==> src/rwc_pkg.sv <==
`timescale 1ns / 1ps
package rwc_pkg;

    typedef enum logic [4:0] {
        PH_HEADER = 5'b00001,
        PH_CHDR   = 5'b00010,
        PH_FMT    = 5'b00100,
        PH_SKIP   = 5'b01000,
        PH_DONE   = 5'b10000
    } t_phase;

    typedef enum logic [2:0] {
        S_RUN = 3'b001,
        S_DIV = 3'b010,
        S_OUT = 3'b100
    } t_state;

    localparam logic [1:0] STS_OK        = 2'd0;
    localparam logic [1:0] STS_BAD_CONT  = 2'd1;
    localparam logic [1:0] STS_BAD_AUDIO = 2'd2;
    localparam logic [1:0] STS_TRUNC     = 2'd3;

    localparam logic [31:0] TAG_RIFF = 32'h4646_4952;
    localparam logic [31:0] TAG_WAVE = 32'h4556_4157;
    localparam logic [31:0] TAG_FMT  = 32'h2074_6D66;
    localparam logic [31:0] TAG_DATA = 32'h6174_6164;

    localparam int unsigned LEN_W    = 33;
    localparam int unsigned DIV_STEPS = 32;

    // controller to datapath
    typedef struct packed {
        logic take;
        logic div_step;
    } t_cmd;

    // datapath to controller
    typedef struct packed {
        logic verdict;
        logic need_mod;
        logic div_last;
    } t_sts;

endpackage

==> src/rwc_dp.sv <==
`timescale 1ns / 1ps
module rwc_dp (
    input  logic          i_clk,
    input  logic          i_rst_n,
    input  logic          i_cfg_we,
    input  logic [32:0]   i_cfg_data,
    input  logic [7:0]    i_file_byte,
    input  logic          i_last_byte,
    input  rwc_pkg::t_cmd i_cmd,
    output rwc_pkg::t_sts o_sts,
    output logic [1:0]    o_status,
    output logic [15:0]   o_block_align,
    output logic [31:0]   o_data_bytes
);
    import rwc_pkg::*;

    logic [LEN_W-1:0] r_flen;
    t_phase           r_phase, n_phase;
    logic [LEN_W-1:0] r_pos, n_pos;
    logic [LEN_W-1:0] r_rend, n_rend;
    logic [63:0]      r_hs, n_hs;
    logic [LEN_W-1:0] r_rem, n_rem;
    logic [15:0]      r_align, n_align;
    logic             r_aseen, n_aseen;
    logic [31:0]      r_dsize, n_dsize;
    logic             r_dseen, n_dseen;
    logic             r_vgiven, n_vgiven;

    logic [1:0]  r_out_status;
    logic [15:0] r_out_align;
    logic [31:0] r_out_data;
    logic [31:0] r_div_q;
    logic [16:0] r_div_rem;
    logic [4:0]  r_div_cnt;

    logic        v, nc, mod;
    logic [1:0]  vcode;
    logic [15:0] cap_align;
    logic [31:0] cap_dsize;
    logic [31:0] size;
    logic [33:0] padded;
    logic [16:0] d_try, d_next;

    always_comb begin
        n_phase = r_phase; n_pos = r_pos; n_rend = r_rend; n_hs = r_hs;
        n_rem = r_rem; n_align = r_align; n_aseen = r_aseen;
        n_dsize = r_dsize; n_dseen = r_dseen; n_vgiven = r_vgiven;
        v = 1'b0; nc = 1'b0; mod = 1'b0; vcode = STS_OK;
        size = 32'd0; padded = 34'd0;
        if (!r_vgiven && r_flen != '0) begin
            if (r_phase == PH_HEADER && r_pos == '0 && r_flen < LEN_W'(12)) begin
                v = 1'b1; vcode = STS_BAD_CONT;
            end else begin
                n_pos = r_pos + LEN_W'(1);
                if (r_phase == PH_HEADER || r_phase == PH_CHDR) begin
                    n_hs = {i_file_byte, r_hs[63:8]};
                end
                case (r_phase)
                    PH_HEADER: begin
                        if (n_pos == LEN_W'(4)) begin
                            n_rem = LEN_W'(n_hs[63:32] != TAG_RIFF);
                        end
                        if (n_pos == LEN_W'(12)) begin
                            n_rend = {1'b0, n_hs[31:0]} + LEN_W'(8);
                            if (n_rem != '0 || n_hs[63:32] != TAG_WAVE
                                || n_rend < LEN_W'(12) || n_rend > r_flen) begin
                                v = 1'b1; vcode = STS_BAD_CONT;
                            end else begin
                                n_rem = '0; nc = 1'b1;
                            end
                        end
                    end
                    PH_CHDR: begin
                        n_rem = r_rem - LEN_W'(1);
                        if (n_rem == '0) begin
                            size   = n_hs[63:32];
                            padded = {1'b0, n_pos} + {2'b0, size} + {33'b0, size[0]};
                            if (padded > {1'b0, r_rend}) begin
                                v = 1'b1; vcode = STS_BAD_CONT;
                            end else if (n_hs[31:0] == TAG_FMT && !r_aseen) begin
                                if (size < 32'd16) begin
                                    v = 1'b1; vcode = STS_BAD_CONT;
                                end else begin
                                    n_hs = 64'({1'b0, size} - 33'd16 + {32'b0, size[0]});
                                    n_rem = LEN_W'(16);
                                    n_phase = PH_FMT;
                                end
                            end else begin
                                if (n_hs[31:0] == TAG_DATA && !r_dseen) begin
                                    n_dsize = size; n_dseen = 1'b1;
                                end
                                n_rem = {1'b0, size} + {32'b0, size[0]};
                                if (n_rem == '0) begin
                                    nc = 1'b1;
                                end else begin
                                    n_phase = PH_SKIP;
                                end
                            end
                        end
                    end
                    PH_FMT: begin
                        // body bytes 12 and 13 hold the block alignment
                        if (r_rem == LEN_W'(4)) begin
                            n_align = {r_align[15:8], i_file_byte};
                        end else if (r_rem == LEN_W'(3)) begin
                            n_align = {i_file_byte, r_align[7:0]};
                        end
                        n_rem = r_rem - LEN_W'(1);
                        if (n_rem == '0) begin
                            n_aseen = 1'b1;
                            if (n_align == '0) begin
                                v = 1'b1; vcode = STS_BAD_AUDIO;
                            end else begin
                                n_rem = r_hs[LEN_W-1:0];
                                if (n_rem == '0) begin
                                    nc = 1'b1;
                                end else begin
                                    n_phase = PH_SKIP;
                                end
                            end
                        end
                    end
                    PH_SKIP: begin
                        n_rem = r_rem - LEN_W'(1);
                        if (n_rem == '0) begin
                            nc = 1'b1;
                        end
                    end
                    default: ;
                endcase
                if (nc) begin
                    if ({1'b0, n_pos} + 34'd8 <= {1'b0, n_rend}) begin
                        n_phase = PH_CHDR;
                        n_rem   = LEN_W'(8);
                    end else if (n_pos != n_rend || !n_aseen || !n_dseen) begin
                        v = 1'b1; vcode = STS_BAD_CONT;
                    end else if (n_align == '0) begin
                        v = 1'b1; vcode = STS_BAD_AUDIO;
                    end else begin
                        v = 1'b1; mod = 1'b1;
                    end
                end
            end
            if (!v && i_last_byte) begin
                v = 1'b1;
                vcode = (n_phase == PH_HEADER || n_phase == PH_FMT) ? STS_BAD_CONT
                                                                    : STS_TRUNC;
            end
        end
        cap_align = n_align;
        cap_dsize = n_dsize;
        if (v) begin
            n_vgiven = 1'b1;
            n_phase  = PH_DONE;
        end
        if (i_last_byte) begin
            n_phase = PH_HEADER; n_pos = '0; n_rend = '0; n_hs = '0; n_rem = '0;
            n_align = '0; n_aseen = 1'b0; n_dsize = '0; n_dseen = 1'b0;
            n_vgiven = 1'b0;
        end
    end

    // restoring remainder step, one quotient bit a cycle
    assign d_try  = {r_div_rem[15:0], r_div_q[31]};
    assign d_next = (d_try >= {1'b0, r_out_align}) ? d_try - {1'b0, r_out_align} : d_try;

    assign o_sts.verdict  = v;
    assign o_sts.need_mod = mod;
    assign o_sts.div_last = (r_div_cnt == 5'(DIV_STEPS - 1));

    assign o_status      = r_out_status;
    assign o_block_align = r_out_align;
    assign o_data_bytes  = r_out_data;

    always_ff @(posedge i_clk) begin
        if (!i_rst_n) begin
            r_flen <= '0; r_phase <= PH_HEADER; r_pos <= '0; r_rend <= '0;
            r_hs <= '0; r_rem <= '0; r_align <= '0; r_aseen <= 1'b0;
            r_dsize <= '0; r_dseen <= 1'b0; r_vgiven <= 1'b0; r_div_cnt <= '0;
        end else begin
            if (i_cfg_we) begin
                r_flen <= i_cfg_data;
            end
            if (i_cmd.take) begin
                r_phase <= n_phase; r_pos <= n_pos; r_rend <= n_rend; r_hs <= n_hs;
                r_rem <= n_rem; r_align <= n_align; r_aseen <= n_aseen;
                r_dsize <= n_dsize; r_dseen <= n_dseen; r_vgiven <= n_vgiven;
            end
            if (i_cmd.div_step) begin
                r_div_cnt <= r_div_cnt + 5'd1;
            end
        end
    end

    always_ff @(posedge i_clk) begin
        if (i_cmd.take && v) begin
            r_out_status <= vcode;
            r_out_align  <= cap_align;
            r_out_data   <= cap_dsize;
            r_div_q      <= cap_dsize;
            r_div_rem    <= '0;
        end
        if (i_cmd.div_step) begin
            r_div_q   <= {r_div_q[30:0], 1'b0};
            r_div_rem <= d_next;
            if (o_sts.div_last) begin
                r_out_status <= (d_next != '0) ? STS_BAD_AUDIO : STS_OK;
            end
        end
    end
endmodule

==> config.mk <==
export PLATFORM = sky130hd
export DESIGN_NAME = rwc_dp
export DESIGN_NICKNAME = d
export VERILOG_FILES = /design/src/rwc_pkg.sv /design/src/rwc_dp.sv
export SDC_FILE = /design/constraint.sdc
export NUM_CORES = 2
export LEC_CHECK = 0
export ABC_CLOCK_PERIOD_IN_PS = 17600
export BUFFER_PORTS_ARGS = -buffer_cell sky130_fd_sc_hd__buf_2
export CORE_MARGIN = 5
export CORE_UTILIZATION = 44
export CTS_BUF_LIST = sky130_fd_sc_hd__clkbuf_16
export DETAILED_ROUTE_END_ITERATION = 8
export PLACE_DENSITY = 0.57
export SYNTH_ARGS = -nofsm -noshare
export SYNTH_HDL_FRONTEND = slang
export SYNTH_SLANG_ARGS = --single-unit
==> constraint.sdc <==
create_clock -name i_clk -period 17.6 [get_ports i_clk]
set_clock_uncertainty 0.05 [all_clocks]
set_input_delay 3.52 -clock i_clk [delete_from_list [all_inputs] [get_ports i_clk]]
set_output_delay 3.52 -clock i_clk [all_outputs]
set_load 0.02 [all_outputs]
==> results.md <==
- CTS resizes: 0
- Placed Instances: 4632
- First-pass GRT wire length: about 180000 um
- Post-synth EDFFs: 95
- Cell area after placement: 0.03065 sq mm
- Synth Area in Compound Gates: 21.72%
- Post-Syn Area: 0.02959 sq mm
- Largest family of logic cells by synthesized area: simple AND/OR/NAND/NOR gates
- Worst Path Max Fanout: 7
- Die width: approximately 270 um
- Htree depth: 2
- Ports: 100
- Seq/Total Area, Yosys: 27.23%
- TritonCTS clock tree: done
- Max-slew violations: 0
- Final core utilization: 47.90%
- Largest net degree at the start of global routing: 80
- Fin crit share: 75.36%
- DR pass1 iterations: 8
- Initial Util: 44.22%
- FMAX: 75.40 MHz
- Die height: 269.3 um
- Synth Net Count: 4081
- Worst Path Class, Setup: in2out
- Seq pwr share: 41.5%
- Final Power: 2143 uW
- Mux cell area share after synthesis: between 4 and 5%
- Yosys warnings: 0
- Initial antenna violation count: 0
- Combinational power share: 16.0%
- Hold Path Class: reg2reg
- GRT Util Overall: a little under a third
- 1st-iter DRT viols: 3627
- Area contributors post-synth: dfxtp_1 18%, edfxtp_1 9.6%, ha_1 6.8%, nor2_1 4.6%, a21oi_1 4.4%
- Routed wire length: 122300 um
- Hold violation total from the final report: 0
- Clock latency on the worst-skew pair: 0.61 ns
- Leak Pwr: 0.01297 uW
- Fin area: 0.03205 sq mm
- Flop2flop setup slack: ~8 ns
- Pwr/cell area: 66.86 mW/mm^2
- Clock-pin slew on the worst setup and hold paths: 0.06 ns
- Vias in the first global route: around 27000
- Antenna cell count: 0
- Final setup TNS: 0 ns
- Critical path endpoint category: output pin
- Post-synth top area share: 17.59%
- DRT antenna net count: 0
- Simple logic cell fraction of the synthesized area: about a quarter
- Clk sinks: around 360
- DPL Wire Length: 92220 um
- Final cell count without fillers: around 4700
- Status: finished clean
- CP Launch Type: primary input
- Via count: 30060
- Post-synthesis xor/xnor area fraction: 6.659%
- CP arrival: just under 10 ns
- Post-Syn Area per Cell: 7.643 sq um
- Post-CTS Repair Setup Buffers: 0
- Top_reg_cell synth: dfxtp_1
- Row Count: 95
- I/O Buffers: 99
- NetSw: 643.4 uW
- Critical Path RT: 14.03 ns
- Routability Congestion: 1.022
- Max VDD drop: 0.00006517 V
- Filler instances: 6742
- Vias per cell: 6.378
- Core area: 0.06692 sq mm
- Slew of the pin with the lowest slew margin: 1.221 ns
- Root buf cell: clkbuf_16
- Switching share of total power: 30.02%
- CTS Buffer Depth: 3
- Gr ovfl total: 0
- Area added between synthesis and finish: 8.321%
- Max_cap viols: 0
- Drt wl/cell: 25.94 um
- Yosys cell types: 95
- Internal power: 1500 uW
- Min Tclk post-route: 13.26 ns
- # hold bufs at CTS: 0
- RSZ-0062 raised after global routing: no
- Adder-cell share of the synthesized area: 6.934%
- Nets: 4014
- DR DRC count: 0
- Mapped Cells: 3872
- Ys async rst share: 0%
- FF+latch count, synth: 355
- DIE AREA: 0.07254 sq mm
- Total CTS buffers: 44
- Synth area leader: dfxtp_1
- Final setup vio count: 0
- Clk pwr share: 42.5%
- Slew Limit Headroom: 17.89%
- Share of cells above drive strength 1: ~8.6%
power groups by stage:
stage / registers, uW / clock network (uW) / logic, uW
3_5_place_dp: 906 / 0 / 335
4_1_cts: 888 / 929 / 337
6_report: 888 / 912 / 343
5_1_grt: 891 / 964 / 369
2_1_floorplan: 902 / 0 / 228
3_3_place_gp: 905 / 0 / 335
per-layer routing:
metal | share of wire [%] | track usage (%)
met4 | 6.9 | 17.86
met5 | 0 | 0
met2 | 44 | 49.53
met1 | 42 | 43.24
met3 | 7.7 | 3.858
area by class of cell:
class / instances / area (sq um) / area share, %
repair buffers: 178 / 1091 / 3.404
flip-flops and latches: 355 / 8058 / 25.14
inverters: 215 / 808.3 / 2.522
clock inverters: 38 / 307.8 / 0.9602
multi-input cells: 3011 / 19600 / 61.13
well taps: 873 / 1092 / 3.408
clock buffers: 44 / 1101 / 3.435
critical path, stage by stage:
cell and delay (ns):
buf_2 0.14, mux2i_1 0.37, clkinv_1 0.38, ha_1 0.50
nand3_1 0.18, nor3_1 0.34, nand2_1 0.08, and3_1 0.23
o21ai_0 0.31, a21o_1 0.17, a21oi_1 0.07, xnor2_1 0.21
ha_1 0.28, o21a_1 0.11, a211oi_1 0.31, nand3_1 0.11
a211oi_1 0.27, o31ai_1 0.21, a21oi_1 0.49, a31oi_1 0.17
nor4_1 0.28, and4_1 0.35, nor2b_1 0.21, and3_1 0.21
buf_2 0.18
through the flow:
step	setup WS, ns	hold slack [ns]
3_5_place_dp	4.468	0.4158
3_3_place_gp	4.676	0.4007
2_1_floorplan	6.002	0.3911
5_1_grt	3.895	0.4588
4_1_cts	4.442	0.4321
6_report	4.337	0.4394
kinds of logic after synthesis:
group,Yosys count
adder cells (fa/ha/maj),163
buffers and inverters,506
flip-flops,355
XOR/XNOR,225
AO/OA/AOI/OAI,983
AND/OR/NAND/NOR,1507
multiplexers,133
cell usage after synthesis (93+ instances only):
cell type    n
inv_1      211
nor2_1     365
nor3_1     137
mux2i_1    110
a21oi_1    259
nand2_1    308
o21ai_0    191
xnor2_1    142
ha_1       160
nor2b_1    114
nor4_1      93
clkbuf_1   226
edfxtp_1    95
nand3_1    112
dfxtp_1    260
sequential cells by signal, summed over array words and instances, names as in the netlist:
register       flops
o_block_align     16
o_data_bytes      32
o_status           2
r_align           16
r_aseen            1
r_div_cnt          5
r_div_q           32
r_div_rem         16
r_dseen            1
r_dsize           32
r_flen            33
r_hs              64
r_phase            5
r_pos             33
r_rem             33
r_rend            33
r_vgiven           1
worst paths after layout:
check                       from          end  cells past startpoint
setup / recovery  i_file_byte[0]     o_sts[1]                     25
hold / removal         r_rend[1]    r_rend[1]                      2
setup reg to reg      r_phase[0]  r_div_q[11]                     30
hold reg to reg        r_rend[1]    r_rend[1]                      2
layout by cell type (no fill, tap or decap), types with 73 or more instances in the layout:
| cell type | Yosys | final |
|---|---|---|
| a21oi_1 | 259 | 259 |
| a22oi_1 | 77 | 77 |
| and2_1 | 74 | 73 |
| buf_2 | 21 | 98 |
| buf_4 | 10 | 80 |
| dfxtp_1 | 260 | 260 |
| edfxtp_1 | 95 | 95 |
| ha_1 | 160 | 160 |
| inv_1 | 211 | 217 |
| mux2i_1 | 110 | 110 |
| nand2_1 | 308 | 305 |
| nand3_1 | 112 | 112 |
| nand4_1 | 91 | 91 |
| nor2_1 | 365 | 365 |
| nor2b_1 | 114 | 114 |
| nor3_1 | 137 | 136 |
| nor4_1 | 93 | 92 |
| o21ai_0 | 191 | 190 |
| xnor2_1 | 142 | 141 |
| xor2_1 | 83 | 82 |
No activity file was read; power rests on OpenSTA's default activity.
